==> src/sv/isc_pkg.sv <==
package isc_pkg;

  localparam int DEPTH    = 16;
  localparam int DATA_W   = 32;
  localparam int CNT_W    = $clog2(DEPTH + 1);
  localparam int ADDR_W   = $clog2(DEPTH);
  localparam int CAP_W    = 5;
  localparam int CMD_W    = 3;
  localparam int ST_W     = 2;
  localparam int OUTCNT_W = 5;
  localparam int PC_W     = 6;
  localparam int IN_W     = ((CMD_W + DATA_W + 7) / 8) * 8;
  localparam int OUT_W    = ((DATA_W + ST_W + OUTCNT_W + 7) / 8) * 8;

  typedef enum logic [CMD_W-1:0] {
    CMD_PUSH   = 3'd0,
    CMD_POP    = 3'd1,
    CMD_ADD    = 3'd2,
    CMD_SUB    = 3'd3,
    CMD_MUL    = 3'd4,
    CMD_DIV    = 3'd5,
    CMD_SUMALL = 3'd6,
    CMD_PRODALL = 3'd7
  } cmd_t;

  typedef enum logic [ST_W-1:0] {
    ST_OK   = 2'd0,
    ST_FULL = 2'd1,
    ST_FEW  = 2'd2,
    ST_DIVZ = 2'd3
  } st_t;

  typedef enum logic [1:0] {
    RD_NONE = 2'd0,
    RD_TOP  = 2'd1,
    RD_SEC  = 2'd2,
    RD_IDX  = 2'd3
  } rd_t;

  typedef enum logic [3:0] {
    ALU_NONE   = 4'd0,
    ALU_ZERO   = 4'd1,
    ALU_ONE    = 4'd2,
    ALU_VAL    = 4'd3,
    ALU_RD     = 4'd4,
    ALU_ADD    = 4'd5,
    ALU_SUB    = 4'd6,
    ALU_MUL    = 4'd7,
    ALU_DIVGO  = 4'd8,
    ALU_QUO    = 4'd9,
    ALU_ACCADD = 4'd10,
    ALU_ACCMUL = 4'd11
  } alu_t;

  typedef enum logic [1:0] {
    WR_NONE = 2'd0,
    WR_PUSH = 2'd1,
    WR_SEC  = 2'd2,
    WR_BASE = 2'd3
  } wr_t;

  typedef enum logic [1:0] {
    CNT_KEEP = 2'd0,
    CNT_INC  = 2'd1,
    CNT_DEC  = 2'd2,
    CNT_ONE  = 2'd3
  } cnt_op_t;

  typedef enum logic [1:0] {
    IDX_KEEP = 2'd0,
    IDX_CLR  = 2'd1,
    IDX_INC  = 2'd2
  } idx_op_t;

  typedef enum logic [2:0] {
    JC_NEXT    = 3'd0,
    JC_ALWAYS  = 3'd1,
    JC_FULL    = 3'd2,
    JC_EMPTY   = 3'd3,
    JC_FEW     = 3'd4,
    JC_AZERO   = 3'd5,
    JC_IDXEND  = 3'd6,
    JC_DIVBUSY = 3'd7
  } jc_t;

  typedef struct packed {
    rd_t             rd;
    logic            ld_a;
    logic            ld_b;
    alu_t            alu;
    wr_t             wr;
    cnt_op_t         cnt;
    idx_op_t         idx;
    jc_t             jc;
    logic [PC_W-1:0] tgt;
    logic            fin;
    st_t             st;
  } ucw_t;

  typedef struct packed {
    logic full;
    logic empty;
    logic few;
    logic a_zero;
    logic idx_end;
    logic div_busy;
  } flags_t;

  localparam logic [PC_W-1:0] UA_PUSH0   = PC_W'(0);
  localparam logic [PC_W-1:0] UA_PUSH1   = PC_W'(1);
  localparam logic [PC_W-1:0] UA_POP0    = PC_W'(2);
  localparam logic [PC_W-1:0] UA_POP1    = PC_W'(3);
  localparam logic [PC_W-1:0] UA_ADD0    = PC_W'(4);
  localparam logic [PC_W-1:0] UA_ADD1    = PC_W'(5);
  localparam logic [PC_W-1:0] UA_ADD2    = PC_W'(6);
  localparam logic [PC_W-1:0] UA_ADD3    = PC_W'(7);
  localparam logic [PC_W-1:0] UA_SUB0    = PC_W'(8);
  localparam logic [PC_W-1:0] UA_SUB1    = PC_W'(9);
  localparam logic [PC_W-1:0] UA_SUB2    = PC_W'(10);
  localparam logic [PC_W-1:0] UA_SUB3    = PC_W'(11);
  localparam logic [PC_W-1:0] UA_MUL0    = PC_W'(12);
  localparam logic [PC_W-1:0] UA_MUL1    = PC_W'(13);
  localparam logic [PC_W-1:0] UA_MUL2    = PC_W'(14);
  localparam logic [PC_W-1:0] UA_MUL3    = PC_W'(15);
  localparam logic [PC_W-1:0] UA_DIV0    = PC_W'(16);
  localparam logic [PC_W-1:0] UA_DIV1    = PC_W'(17);
  localparam logic [PC_W-1:0] UA_DIV2    = PC_W'(18);
  localparam logic [PC_W-1:0] UA_DIV3    = PC_W'(19);
  localparam logic [PC_W-1:0] UA_DIV4    = PC_W'(20);
  localparam logic [PC_W-1:0] UA_DIV5    = PC_W'(21);
  localparam logic [PC_W-1:0] UA_TAIL    = PC_W'(22);
  localparam logic [PC_W-1:0] UA_SUMA0   = PC_W'(23);
  localparam logic [PC_W-1:0] UA_SUMA1   = PC_W'(24);
  localparam logic [PC_W-1:0] UA_SUMA2   = PC_W'(25);
  localparam logic [PC_W-1:0] UA_PRODA0  = PC_W'(26);
  localparam logic [PC_W-1:0] UA_PRODA1  = PC_W'(27);
  localparam logic [PC_W-1:0] UA_PRODA2  = PC_W'(28);
  localparam logic [PC_W-1:0] UA_FOLDEND = PC_W'(29);
  localparam logic [PC_W-1:0] UA_EFULL   = PC_W'(30);
  localparam logic [PC_W-1:0] UA_EFEW    = PC_W'(31);
  localparam logic [PC_W-1:0] UA_EDIVZ   = PC_W'(32);

  localparam ucw_t UCW_NOP = '{
    rd: RD_NONE, ld_a: 1'b0, ld_b: 1'b0, alu: ALU_NONE, wr: WR_NONE,
    cnt: CNT_KEEP, idx: IDX_KEEP, jc: JC_NEXT, tgt: '0, fin: 1'b0, st: ST_OK
  };

  function automatic logic [PC_W-1:0] dispatch(input cmd_t cmd);
    logic [PC_W-1:0] a;
    case (cmd)
      CMD_PUSH:    a = UA_PUSH0;
      CMD_POP:     a = UA_POP0;
      CMD_ADD:     a = UA_ADD0;
      CMD_SUB:     a = UA_SUB0;
      CMD_MUL:     a = UA_MUL0;
      CMD_DIV:     a = UA_DIV0;
      CMD_SUMALL:  a = UA_SUMA0;
      default:     a = UA_PRODA0;
    endcase
    return a;
  endfunction

  // microprogram: one control word per step
  function automatic ucw_t ucode_rom(input logic [PC_W-1:0] pc);
    ucw_t w;
    w = UCW_NOP;
    case (pc)
      UA_PUSH0: begin
        w.jc = JC_FULL; w.tgt = UA_EFULL;
      end
      UA_PUSH1: begin
        w.wr = WR_PUSH; w.cnt = CNT_INC; w.alu = ALU_VAL; w.fin = 1'b1;
      end
      UA_POP0: begin
        w.rd = RD_TOP; w.jc = JC_EMPTY; w.tgt = UA_EFEW;
      end
      UA_POP1: begin
        w.alu = ALU_RD; w.cnt = CNT_DEC; w.fin = 1'b1;
      end
      UA_ADD0, UA_SUB0, UA_MUL0, UA_DIV0: begin
        w.rd = RD_TOP; w.jc = JC_FEW; w.tgt = UA_EFEW;
      end
      UA_ADD1, UA_SUB1, UA_MUL1, UA_DIV1: begin
        w.rd = RD_SEC; w.ld_a = 1'b1;
      end
      UA_ADD2, UA_SUB2, UA_MUL2: begin
        w.ld_b = 1'b1;
      end
      UA_ADD3: begin
        w.alu = ALU_ADD; w.jc = JC_ALWAYS; w.tgt = UA_TAIL;
      end
      UA_SUB3: begin
        w.alu = ALU_SUB; w.jc = JC_ALWAYS; w.tgt = UA_TAIL;
      end
      UA_MUL3: begin
        w.alu = ALU_MUL; w.jc = JC_ALWAYS; w.tgt = UA_TAIL;
      end
      UA_DIV2: begin
        w.ld_b = 1'b1; w.jc = JC_AZERO; w.tgt = UA_EDIVZ;
      end
      UA_DIV3: begin
        w.alu = ALU_DIVGO;
      end
      UA_DIV4: begin
        w.jc = JC_DIVBUSY; w.tgt = UA_DIV4;
      end
      UA_DIV5: begin
        w.alu = ALU_QUO; w.jc = JC_ALWAYS; w.tgt = UA_TAIL;
      end
      UA_TAIL: begin
        w.wr = WR_SEC; w.cnt = CNT_DEC; w.fin = 1'b1;
      end
      UA_SUMA0: begin
        w.alu = ALU_ZERO; w.idx = IDX_CLR;
      end
      UA_SUMA1, UA_PRODA1: begin
        w.rd = RD_IDX; w.idx = IDX_INC; w.jc = JC_IDXEND; w.tgt = UA_FOLDEND;
      end
      UA_SUMA2: begin
        w.alu = ALU_ACCADD; w.jc = JC_ALWAYS; w.tgt = UA_SUMA1;
      end
      UA_PRODA0: begin
        w.alu = ALU_ONE; w.idx = IDX_CLR;
      end
      UA_PRODA2: begin
        w.alu = ALU_ACCMUL; w.jc = JC_ALWAYS; w.tgt = UA_PRODA1;
      end
      UA_FOLDEND: begin
        w.wr = WR_BASE; w.cnt = CNT_ONE; w.fin = 1'b1;
      end
      UA_EFULL: begin
        w.alu = ALU_ZERO; w.fin = 1'b1; w.st = ST_FULL;
      end
      UA_EFEW: begin
        w.alu = ALU_ZERO; w.fin = 1'b1; w.st = ST_FEW;
      end
      UA_EDIVZ: begin
        w.alu = ALU_ZERO; w.fin = 1'b1; w.st = ST_DIVZ;
      end
      default: begin
        w = UCW_NOP;
      end
    endcase
    return w;
  endfunction

endpackage

==> src/sv/integer_stack_calculator.sv <==
// from accepted word to result register the sequencer steps through a microprogram for
// push, pop, add, subtract, multiply, divide (iterative divider), add-all and multiply-all
// (one stack ram read per entry and a final one, one read port)
// throughput: one word at a time, the next is taken the cycle after the result is registered
// reset (rst_n low, synchronous): stack empty, capacity 16, sequencer idle; stack ram
// contents are not cleared
module integer_stack_calculator (
  input  logic                        clk,
  input  logic                        rst_n,
  input  logic                        in_tvalid,
  output logic                        in_tready,
  // command [2:0], value [34:3], zero pad
  input  logic [isc_pkg::IN_W-1:0]    in_tdata,
  output logic                        out_tvalid,
  input  logic                        out_tready,
  // result_value [31:0], status [33:32], entry_count [38:34], zero pad
  output logic [isc_pkg::OUT_W-1:0]   out_tdata,
  input  logic                        cfg_we,
  input  logic [isc_pkg::CAP_W-1:0]   cfg_wdata
);

  localparam int W   = isc_pkg::DATA_W;
  localparam int CW  = isc_pkg::CNT_W;
  localparam int AW  = isc_pkg::ADDR_W;

  logic [isc_pkg::CAP_W-1:0] cap_r;
  logic [CW-1:0]             cnt_r, cnt_nxt;
  logic [CW-1:0]             idx_r, idx_nxt;
  logic [W-1:0]              a_r, b_r, val_r;
  logic [W-1:0]              res_r, res_nxt;
  logic                      out_valid_r;
  logic [isc_pkg::OUT_W-1:0] out_data_r;

  logic                      accept;
  logic                      seq_busy, run, hold;
  isc_pkg::ucw_t             cw;
  isc_pkg::flags_t           flags;
  logic [CW-1:0]             eff_cap;
  logic [CW-1:0]             cnt_m1, cnt_m2;

  logic                      ram_we, ram_re;
  logic [AW-1:0]             ram_waddr, ram_raddr;
  logic [W-1:0]              ram_wdata, ram_rdata;

  logic [W-1:0]              mul_x, mul_y;
  logic [2*W-1:0]            prod;
  logic                      div_busy;
  logic [W-1:0]              div_quo;

  assign in_tready = !seq_busy;
  assign accept    = in_tvalid && in_tready;
  assign hold      = cw.fin && out_valid_r && !out_tready;

  isc_seq u_seq (
    .clk   (clk),
    .rst_n (rst_n),
    .start (accept),
    .cmd   (isc_pkg::cmd_t'(in_tdata[isc_pkg::CMD_W-1:0])),
    .flags (flags),
    .hold  (hold),
    .cw    (cw),
    .busy  (seq_busy),
    .run   (run)
  );

  // capacity clamped to 1..DEPTH
  always_comb begin
    if (cap_r == '0) begin
      eff_cap = CW'(1);
    end else if (int'(cap_r) > isc_pkg::DEPTH) begin
      eff_cap = CW'(isc_pkg::DEPTH);
    end else begin
      eff_cap = CW'(cap_r);
    end
  end

  assign cnt_m1 = cnt_r - CW'(1);
  assign cnt_m2 = cnt_r - CW'(2);

  assign flags.full     = (cnt_r >= eff_cap);
  assign flags.empty    = (cnt_r == '0);
  assign flags.few      = (cnt_r < CW'(2));
  assign flags.a_zero   = (a_r == '0);
  assign flags.idx_end  = (idx_r == cnt_r);
  assign flags.div_busy = div_busy;

  assign ram_re = run && (cw.rd != isc_pkg::RD_NONE);
  assign ram_we = run && (cw.wr != isc_pkg::WR_NONE);

  always_comb begin
    case (cw.rd)
      isc_pkg::RD_TOP: ram_raddr = cnt_m1[AW-1:0];
      isc_pkg::RD_SEC: ram_raddr = cnt_m2[AW-1:0];
      isc_pkg::RD_IDX: ram_raddr = idx_r[AW-1:0];
      default:         ram_raddr = '0;
    endcase
  end

  always_comb begin
    case (cw.wr)
      isc_pkg::WR_PUSH: begin
        ram_waddr = cnt_r[AW-1:0];
        ram_wdata = val_r;
      end
      isc_pkg::WR_SEC: begin
        ram_waddr = cnt_m2[AW-1:0];
        ram_wdata = res_r;
      end
      default: begin
        ram_waddr = '0;
        ram_wdata = res_r;
      end
    endcase
  end

  isc_ram #(
    .DEPTH (isc_pkg::DEPTH),
    .WIDTH (W)
  ) u_ram (
    .clk   (clk),
    .we    (ram_we),
    .waddr (ram_waddr),
    .wdata (ram_wdata),
    .re    (ram_re),
    .raddr (ram_raddr),
    .rdata (ram_rdata)
  );

  // quotient is second divided by top
  isc_div u_div (
    .clk      (clk),
    .rst_n    (rst_n),
    .start    (run && (cw.alu == isc_pkg::ALU_DIVGO)),
    .dividend (b_r),
    .divisor  (a_r),
    .busy     (div_busy),
    .quotient (div_quo)
  );

  // one shared multiplier, low half of the product kept
  assign mul_x = (cw.alu == isc_pkg::ALU_ACCMUL) ? res_r : a_r;
  assign mul_y = (cw.alu == isc_pkg::ALU_ACCMUL) ? ram_rdata : b_r;
  assign prod  = mul_x * mul_y;

  always_comb begin
    res_nxt = res_r;
    if (run) begin
      case (cw.alu)
        isc_pkg::ALU_ZERO:   res_nxt = '0;
        isc_pkg::ALU_ONE:    res_nxt = W'(1);
        isc_pkg::ALU_VAL:    res_nxt = val_r;
        isc_pkg::ALU_RD:     res_nxt = ram_rdata;
        isc_pkg::ALU_ADD:    res_nxt = a_r + b_r;
        isc_pkg::ALU_SUB:    res_nxt = a_r - b_r;
        isc_pkg::ALU_MUL:    res_nxt = prod[W-1:0];
        isc_pkg::ALU_QUO:    res_nxt = div_quo;
        isc_pkg::ALU_ACCADD: res_nxt = res_r + ram_rdata;
        isc_pkg::ALU_ACCMUL: res_nxt = prod[W-1:0];
        default:             res_nxt = res_r;
      endcase
    end
  end

  always_comb begin
    cnt_nxt = cnt_r;
    if (run) begin
      case (cw.cnt)
        isc_pkg::CNT_INC: cnt_nxt = cnt_r + CW'(1);
        isc_pkg::CNT_DEC: cnt_nxt = cnt_m1;
        isc_pkg::CNT_ONE: cnt_nxt = CW'(1);
        default:          cnt_nxt = cnt_r;
      endcase
    end
  end

  always_comb begin
    idx_nxt = idx_r;
    if (run) begin
      case (cw.idx)
        isc_pkg::IDX_CLR: idx_nxt = '0;
        isc_pkg::IDX_INC: idx_nxt = idx_r + CW'(1);
        default:          idx_nxt = idx_r;
      endcase
    end
  end

  always_ff @(posedge clk) begin
    if (!rst_n) begin
      cap_r       <= isc_pkg::CAP_W'(16);
      cnt_r       <= '0;
      out_valid_r <= 1'b0;
    end else begin
      if (cfg_we) begin
        cap_r <= cfg_wdata;
      end
      cnt_r <= cnt_nxt;
      if (run && cw.fin) begin
        out_valid_r <= 1'b1;
      end else if (out_tready) begin
        out_valid_r <= 1'b0;
      end
    end
    idx_r <= idx_nxt;
    res_r <= res_nxt;
    if (accept) begin
      val_r <= in_tdata[isc_pkg::CMD_W +: W];
    end
    if (run && cw.ld_a) begin
      a_r <= ram_rdata;
    end
    if (run && cw.ld_b) begin
      b_r <= ram_rdata;
    end
    if (run && cw.fin) begin
      out_data_r <= isc_pkg::OUT_W'({isc_pkg::OUTCNT_W'(cnt_nxt), cw.st, res_nxt});
    end
  end

  assign out_tvalid = out_valid_r;
  assign out_tdata  = out_data_r;

  a_accept_starts: assert property (@(posedge clk) disable iff (!rst_n)
    accept |=> seq_busy)
    else $error("accepted word did not start the sequencer");

  a_count_bound: assert property (@(posedge clk) disable iff (!rst_n)
    int'(cnt_r) <= isc_pkg::DEPTH)
    else $error("entry count beyond stack depth");

  a_push_room: assert property (@(posedge clk) disable iff (!rst_n)
    (run && (cw.wr == isc_pkg::WR_PUSH)) |-> !flags.full)
    else $error("push written into a full stack");

  a_div_nonzero: assert property (@(posedge clk) disable iff (!rst_n)
    (run && (cw.alu == isc_pkg::ALU_DIVGO)) |-> (a_r != '0))
    else $error("divider started with a zero divisor");

  a_no_overwrite: assert property (@(posedge clk) disable iff (!rst_n)
    (run && cw.fin && out_valid_r) |-> out_tready)
    else $error("result register overwritten before it was taken");

endmodule

==> src/sv/isc_ram.sv <==
module isc_ram #(
  parameter int DEPTH = 16,
  parameter int WIDTH = 32,
  localparam int AW = $clog2(DEPTH)
) (
  input  logic             clk,
  input  logic             we,
  input  logic [AW-1:0]    waddr,
  input  logic [WIDTH-1:0] wdata,
  input  logic             re,
  input  logic [AW-1:0]    raddr,
  output logic [WIDTH-1:0] rdata
);

  logic [WIDTH-1:0] mem [DEPTH];
  logic [WIDTH-1:0] rdata_r;

  always_ff @(posedge clk) begin
    if (we) begin
      mem[waddr] <= wdata;
    end
    if (re) begin
      rdata_r <= mem[raddr];
    end
  end

  assign rdata = rdata_r;

endmodule

==> src/sv/isc_div.sv <==
module isc_div (
  input  logic                      clk,
  input  logic                      rst_n,
  input  logic                      start,
  input  logic [isc_pkg::DATA_W-1:0] dividend,
  input  logic [isc_pkg::DATA_W-1:0] divisor,
  output logic                      busy,
  output logic [isc_pkg::DATA_W-1:0] quotient
);

  localparam int W  = isc_pkg::DATA_W;
  localparam int SW = $clog2(W);

  logic          busy_r, busy_nxt;
  logic [SW-1:0] step_r, step_nxt;
  logic [W:0]    rem_r, rem_nxt;
  logic [W-1:0]  quo_r, quo_nxt;
  logic [W-1:0]  dsr_r, dsr_nxt;
  logic          neg_r, neg_nxt;
  logic [W:0]    rem_sh;

  // restoring divide on magnitudes, one quotient bit a cycle
  always_comb begin
    busy_nxt = busy_r;
    step_nxt = step_r;
    rem_nxt  = rem_r;
    quo_nxt  = quo_r;
    dsr_nxt  = dsr_r;
    neg_nxt  = neg_r;
    rem_sh   = {rem_r[W-1:0], quo_r[W-1]};
    if (start) begin
      busy_nxt = 1'b1;
      step_nxt = '0;
      rem_nxt  = '0;
      quo_nxt  = dividend[W-1] ? (~dividend + W'(1)) : dividend;
      dsr_nxt  = divisor[W-1] ? (~divisor + W'(1)) : divisor;
      neg_nxt  = dividend[W-1] ^ divisor[W-1];
    end else if (busy_r) begin
      if (rem_sh >= {1'b0, dsr_r}) begin
        rem_nxt = rem_sh - {1'b0, dsr_r};
        quo_nxt = {quo_r[W-2:0], 1'b1};
      end else begin
        rem_nxt = rem_sh;
        quo_nxt = {quo_r[W-2:0], 1'b0};
      end
      step_nxt = step_r + SW'(1);
      if (step_r == SW'(W - 1)) begin
        busy_nxt = 1'b0;
      end
    end
  end

  always_ff @(posedge clk) begin
    if (!rst_n) begin
      busy_r <= 1'b0;
      step_r <= '0;
    end else begin
      busy_r <= busy_nxt;
      step_r <= step_nxt;
    end
    rem_r <= rem_nxt;
    quo_r <= quo_nxt;
    dsr_r <= dsr_nxt;
    neg_r <= neg_nxt;
  end

  assign busy     = busy_r;
  assign quotient = neg_r ? (~quo_r + W'(1)) : quo_r;

endmodule

==> src/sv/isc_seq.sv <==
module isc_seq (
  input  logic              clk,
  input  logic              rst_n,
  input  logic              start,
  input  isc_pkg::cmd_t     cmd,
  input  isc_pkg::flags_t   flags,
  input  logic              hold,
  output isc_pkg::ucw_t     cw,
  output logic              busy,
  output logic              run
);

  typedef enum logic [1:0] {
    SQ_IDLE = 2'b01,
    SQ_RUN  = 2'b10
  } sq_state_t;

  sq_state_t                   state_r, state_nxt;
  logic [isc_pkg::PC_W-1:0]    pc_r, pc_nxt;
  logic                        take;

  assign cw   = isc_pkg::ucode_rom(pc_r);
  assign busy = (state_r == SQ_RUN);
  assign run  = busy && !hold;

  always_comb begin
    case (cw.jc)
      isc_pkg::JC_NEXT:    take = 1'b0;
      isc_pkg::JC_ALWAYS:  take = 1'b1;
      isc_pkg::JC_FULL:    take = flags.full;
      isc_pkg::JC_EMPTY:   take = flags.empty;
      isc_pkg::JC_FEW:     take = flags.few;
      isc_pkg::JC_AZERO:   take = flags.a_zero;
      isc_pkg::JC_IDXEND:  take = flags.idx_end;
      isc_pkg::JC_DIVBUSY: take = flags.div_busy;
      default:             take = 1'b0;
    endcase
  end

  always_comb begin
    state_nxt = state_r;
    pc_nxt    = pc_r;
    case (state_r)
      SQ_IDLE: begin
        if (start) begin
          state_nxt = SQ_RUN;
          pc_nxt    = isc_pkg::dispatch(cmd);
        end
      end
      SQ_RUN: begin
        if (run) begin
          if (cw.fin) begin
            state_nxt = SQ_IDLE;
          end else if (take) begin
            pc_nxt = cw.tgt;
          end else begin
            pc_nxt = pc_r + isc_pkg::PC_W'(1);
          end
        end
      end
      default: begin
        state_nxt = SQ_IDLE;
      end
    endcase
  end

  always_ff @(posedge clk) begin
    if (!rst_n) begin
      state_r <= SQ_IDLE;
      pc_r    <= '0;
    end else begin
      state_r <= state_nxt;
      pc_r    <= pc_nxt;
    end
  end

endmodule

==> config.mk <==
export PLATFORM = sky130hd
export DESIGN_NAME = integer_stack_calculator
export DESIGN_NICKNAME = d
export VERILOG_FILES = /design/src/sv/isc_pkg.sv /design/src/sv/integer_stack_calculator.sv /design/src/sv/isc_ram.sv /design/src/sv/isc_div.sv /design/src/sv/isc_seq.sv
export SDC_FILE = /design/constraint.sdc
export NUM_CORES = 2
export LEC_CHECK = 0
export ABC_AREA = 1
export BUFFER_PORTS_ARGS = -buffer_cell sky130_fd_sc_hd__buf_2
export CORE_MARGIN = 3
export CORE_UTILIZATION = 45
export DETAILED_ROUTE_END_ITERATION = 6
export PLACE_DENSITY = 0.58
export RECOVER_POWER = 100
export SLEW_MARGIN = 20
export SYNTH_ARGS = -nofsm -noshare
export SYNTH_HDL_FRONTEND = slang
export SYNTH_SLANG_ARGS = --single-unit
==> constraint.sdc <==
create_clock -name clk -period 9.1 [get_ports clk]
set_clock_uncertainty 0.15 [all_clocks]
set_input_delay 1.365 -clock clk [delete_from_list [all_inputs] [get_ports clk]]
set_output_delay 1.365 -clock clk [all_outputs]
set_load 0.05 [all_outputs]
# Word level (Yosys, flattened, before mapping)
# Memories as Yosys holds them, arrays and structs flattened. A register that Yosys moved wholly into a read port is not among the register bits.
# Index checks and enable logic that the tools add are counted.
# W data, S select, Z words.
totals:
  register_bits: 294
  mem_bits_rw: 512
  in_bits: 50
  output_inout_bits: 42
  word_cells: 203
  n_memories: 1
mem_list:
  columns: ["name", "depth", "width", "rd", "rd_clocked_by_memory_dff", "wr", "line_no", "rtl"]
  rows:
  - ["u_ram.mem", 16, 32, 1, 1, 1, "isc_ram.sv:15", "logic [WIDTH-1:0] mem [DEPTH];"]
classes:
  n_addsub: 13
  multipliers: 1
  magnitude_cmp: 4
  n_eq_ne: 74
  muxes: 47
  bitwise: 5
  reduce_logical: 40
ops:
  columns: ["cell", "n"]
  rows:
  - ["$mux W32", 9]
  - ["$pmux W32 S9", 1]
  - ["$add A32 B1 Y32 const B", 3]
  - ["$eq A6 B5 Y1 const B", 16]
  - ["$not A32 Y32", 3]
  - ["$pmux W9 S9", 1]
  - ["$add A32 B32 Y32", 2]
  - ["$sub A32 B32 Y32", 2]
  - ["$eq A6 B4 Y1 const B", 8]
  - ["$pmux W4 S11", 1]
  - ["$pmux W5 S7", 1]
  - ["$ge A33 B32 Y1", 1]
  - ["$logic_not A32 Y1", 1]
  - ["$mul A32 B32 Y32", 1]
  - ["$mux W31", 1]
  - ["$eq A6 B3 Y1 const B", 4]
  - ["$mux W6", 4]
  - ["$pmux W2 S3", 4]
  - ["$eq A3 B3 Y1 const B", 7]
  - ["$reduce_or A4 Y1", 5]
  - ["$eq A4 B3 Y1 const B", 4]
  - ["$eq A4 B4 Y1 const B", 4]
  - ["$add A5 B1 Y5 const B", 3]
  - ["$mux W5", 3]
  - ["other kinds (42)", 95]

# Depth between registers and ports, before layout
logic_depth:
  word_depth: 10
  ltp_mapped: 42
  mapped_depth_nobuf: 40

# Modules after synthesis
# A second synthesis with hierarchy kept.
hier_totals:
  cells_unflattened: 7482
  hier_area_um2: 62163.4
modules_own_cells:
  columns: ["mod", "n_inst", "cells_per_inst", "area_per_inst_um2", "seq_area_each_um2"]
  rows:
  - ["integer_stack_calculator", 1, 3756, 28860.2, 5064.9]
  - ["isc_ram", 1, 2120, 23064.6, 16335.7]
  - ["isc_div", 1, 1398, 9031.2, 2712.6]
  - ["isc_seq", 1, 208, 1207.4, 160.2]

# Worst setup path before layout
# No wires, ideal clock.
synth_path:
  path_type: "flip-flop to flip-flop"
  from: "reg u_seq.pc_r[0] in the netlist's numbering"
  to: "reg out_data_r (netlist bit out_tdata[28]) (data pin)"
  setup_time_ps: 262
  arrival_ps: 7711
  t_required_ps: 8688
  path_slack_ps: 976
  stages_incl_launch_ff: 39
  path_buffers: 4
  period_less_slack_ps: 8124
  path_cell_list: "dfxtp_1 inv_1 ha_1 nand3_2 nor2_4 buf_2 buf_4 buf_4 nand2_1 o21ai_1 inv_1 clkbuf_1 nor2_1 fa_1 inv_1 fa_1 fa_1 fa_1 [... 3 more ...] fa_1 inv_1 fa_1 fa_1 ha_1 nand2_1 nor2_1 inv_1 nor3_1 nand3_1 nand3_1 a31oi_1 o21bai_1 a21oi_1 o21ai_0 nand3_1 a21oi_1 a21oi_1"
synth_between:
  elab_chain_len: 8
  word_cells_on_any_way: 40
  classes_between: "1 x mul; 26 x eq/ne; 6 x mux; 7 x reduce/logical"
synth_lines:
  columns: ["element", "line_no", "rtl"]
  rows:
  - ["from (decl)", "isc_seq.sv:19", "logic [isc_pkg::PC_W-1:0] pc_r, pc_nxt;"]
  - ["from (signal assigned)", "isc_seq.sv:73", "pc_r <= pc_nxt;"]
  - ["$eq A6 B5 Y1, or another cell as far along", "isc_pkg.sv:167", "case (pc)"]
  - ["$reduce_or A4 Y1 (no line) / $reduce_or A7 Y1 (equally long branches)", null, null]
  - ["$pmux W4 S11 / $mux W1 (equally long branches)", "isc_pkg.sv:167", null]
  - ["$eq A4 B4 Y1 / $logic_and A1 B1 Y1 (equally long branches)", null, null]
  - ["$mux W32, or another cell as far along", "integer_stack_calculator.sv:141", "assign mul_x = (cw.alu == isc_pkg::ALU_ACCMUL) ? res_r : a_r;"]
  - ["$mul A32 B32 Y32 / $logic_not A1 Y1 (equally long branches)", "integer_stack_calculator.sv:143, isc_seq.sv:24", null]
  - ["$pmux W32 S9 / $logic_and A1 B1 Y1 (equally long branches)", "integer_stack_calculator.sv:148, isc_seq.sv:24", null]
  - ["$mux W32 *", "integer_stack_calculator.sv:147", "if (run) begin"]
  - ["net res_nxt[28]", "integer_stack_calculator.sv:30", "logic [W-1:0] res_r, res_nxt;"]
  - ["to (signal assigned)", "integer_stack_calculator.sv:215", "out_data_r <= isc_pkg::OUT_W'({isc_pkg::OUTCNT_W'(cnt_nxt), cw.st, res_nxt});"]
  - ["to (decl)", "integer_stack_calculator.sv:32", "logic [isc_pkg::OUT_W-1:0] out_data_r;"]
# The timed path passes the listed nets; every way through them passes the cells marked *.
# A chain may end at the register's enable or synchronous reset.

# Worst setup path after layout
layout_path:
  from: "reg u_seq.pc_r[0] in the netlist's numbering"
  to: "reg out_data_r (netlist bit out_tdata[24]) (data pin)"
# Same word-level chain as after synthesis.

==> reports/metrics.csv <==
stage,metric,value,unit
placed_design,count of buffers from port buffering,85,
synthesis,Synthesized Nets,7173,
timing,Least-Margin Pin Slew,2580,ps
cells_and_area,"most common cell after layout, fill and taps aside",nand2_1,
drt,drt drc,0,
die,die area,0.135,mm2
synthesis,synthesized flop and latch total,838,
die,Die Y,367,um
die,Die X,367,um
clock_tree,TritonCTS buffer count,92,
synthesis,Post-synth EDFFs,749,
timing,Final period util,97.8,%
synthesis,Post-synth ARST share,0,%
status,violated checks,"max-capacitance violations, max-slew violations",
timing,Final Hold Slack,322,ps
timing,# setup viols final,0,
cells_and_area,post-layout util,51.0,%
timing,Period minus WS final,8900,ps
clock_tree,CTS root buf,clkbuf_16,
synthesis,mux cell area share after synthesis,0.0385,%
cells_and_area,multi-input combinational cell area,0.0293,mm2
clock_tree,Max Buffers Root-to-Sink,3,
timing,Final Hold Viols,0,
synthesis,"Primary FF master, synth",edfxtp_1,
timing,post-route setup TNS,0,ps
status,status,"complete, but fails checks",
die,FP Rows,131,
worst_setup_path,critical path required time,9360,ps
synthesis,Adder-Cell Fraction of Synth Area,19.2,%
synthesis,"Seq/Total Area, Yosys",41.4,%
drt,WL/cell,23.4,um
cells_and_area,share of post-route cells with drive strength above 1,7.84,%
pwr,total power,13900,uW
cells_and_area,area grow syn2layout,11.8,%
clock_tree,clk sink count,838,
die,Top Ports,92,
worst_setup_path,CP most frequent cell,fa_1,
timing,Setup WS post-layout,204,ps
clock_tree,CTS tree,built,
worst_setup_path,"Slowest-stage cell, CP",fa_1,
synthesis,Yosys Warn Count,0,
job,maxcap violations,24,
placed_design,dpl hpwl,148000,um
clock_tree,Clock transition at path regs,60,ps
timing,Pins Over Slew Limit,644,
cells_and_area,FILL cells,12100,
synthesis,Mapped Area,0.0586,mm2
clock_tree,insertion delay to the later sink of the worst-skew pair,720,ps
clock_tree,Post-CTS Hold Buffers,0,
synthesis,Synth Area in Compound Gates,13.1,%
drt,Routed WL,198000,um
die,core area,0.128,mm2
worst_setup_path,worst endpoint data arrival time,9160,ps
synthesis,XOR/XNOR share of the synthesized area,1.97,%
global_routing,gr ovfl total,0,
drt,DR vias/cell,5.49,
drt,post-route ant nets,0,
global_routing,first-pass GRT wire length,293000,um
synthesis,Netlist cell types,68,
cells_and_area,Seq. cell area,0.0243,mm2
cells_and_area,ant diodes,0,
cells_and_area,most frequent cells in the layout,"nand2_1, inv_1, edfxtp_1, nor2_1, o21ai_0",
global_routing,largest net degree at the start of global routing,218,
worst_hold_path,worst min path class,reg2reg,
timing,Max Clock Freq,112,MHz
pwr,Leak,0.0282,uW
drt,routed via count,46600,
die,Starting Density,45.6,%
timing,RSZ-0062 raised after global routing,yes,
worst_setup_path,CP Launch Type,flip-flop,
clock_tree,CTS H-tree lvls,3,
drt,Detailed Routing Iterations Pass 1,5,
placed_design,Place WS,244,ps
global_routing,Total GRT Usage,29.2,%
global_routing,initial antenna violation count,8,
drt,1st-iter DRT viols,4381,
synthesis,Post-Synthesis Cells,6469,
pwr,Power Density,212,mW/mm2
placed_design,RD Place Congestion,0.985,
cells_and_area,Nets,7370,
synthesis,Avg Synthesized Cell Area,9.05,um2
pwr,Max rail drop VDD,0.184,mV
synthesis,largest family of logic cells by synthesized area,adder cells,
worst_setup_path,critical path class,reg2reg,
worst_setup_path,CP max FO,22,
worst_setup_path,Worst setup EP type,flip-flop,
worst_setup_path,CP max stage delay,560,ps
global_routing,vias in the first global route,44700,
timing,Rel. slew slack,-72.0,%
synthesis,Post-Synth Simple-Gate Area,15.3,%
## state kept, by name, summed over array words and instances (netlist names), 6 cells and up
name and flops:
u_div.rem_r 32, u_ram.mem 512, u_ram.rdata 32, u_seq.pc_r 6, val_r 32, a_r 32
u_div.dsr_r 32, out_tdata 39, b_r 32, res_r 32, u_div.quo_r 32
## Yosys cell counts (all sizes together), types with 17 or more instances
library cell	number	area share, %
o21bai	17	0.22
nor4	18	0.22
or2	31	0.33
nor2	627	4.0
buf	116	1.1
a31oi	48	0.51
nand2	1297	8.3
clkbuf	132	0.85
o211ai	277	3.6
edfxtp	749	38
nand4	36	0.38
nand3	152	1.3
ha	243	5.2
o21a	22	0.28
nor3	56	0.50
dfxtp	89	3.0
inv	1080	6.9
xnor2	32	0.48
o21ai	515	4.5
xor2	100	1.5
fa	411	14
a21oi	290	2.5
## cell type report
class	instances	share of cell area [%]
well taps	1729	3.30
repair buffers	351	3.85
multi-input cells	4294	44.8
clock inverters	64	1.05
flip-flops and latches	838	37.1
inverters	1089	6.25
clock buffers	109	3.69
## timing repair
item	CTS	global route
endpoints found under the setup margin	0	24
resized for setup	0	26
setup buffers	0	7
## power breakdown
group / switching, uW / internal [uW] / leakage (uW) / total [uW]
Sequential: 201 / 4710 / 0.00747 / 4910
Combinational: 3320 / 1840 / 0.0193 / 5160
Clock: 1620 / 2200 / 0.00151 / 3820
Total: 5140 / 8750 / 0.0282 / 13900
## logic make-up after synthesis
logic type                 Yosys count
DFF                                838
buffers and inverters             1337
other                                1
adders and majority gates          654
xor gates and xnor gates           132
muxes                                2
AOI/OAI and AO/OA                 1271
and+or+nand+nor                   2234
## metal layers
metal	global-route usage (%)	part of all wire (%)	up-vias
met5	0	0.021	-
met3	4.55	7.6	340
met1	40.7	43	22800
li1	-	-	21700
met4	11.3	4.5	6
met2	46.0	45	1706
## final timing paths
kind,from,endpoint,slack (ps),cells after the start
min,u_div.step_r[4],u_div.step_r[4],320,2
max,u_seq.pc_r[0],out_tdata[24],200,30
max reg2reg,u_seq.pc_r[0],out_tdata[24],200,30
min reg2reg,u_div.step_r[4],u_div.step_r[4],320,2
## worst max-delay path, delay by kind of cell, from the launching register on
kind | cells | cell delay (ps)
adders and majority gates | 10 | 4510
AOI/OAI and AO/OA | 6 | 1160
buffers and inverters | 7 | 1070
and+or+nand+nor | 6 | 1050
DFF | 1 | 310
xor gates and xnor gates | 1 | 360
## metrics by stage
step / instances / instance area (um2)
after global routing: 8474 / 65500
after floorplan: 6469 / 58600
after CTS: 8467 / 65600
after detailed placement: 8294 / 62500
after global placement: 8294 / 62500
final: 8474 / 65500
Note: power is estimated with default switching activity, not from simulation.
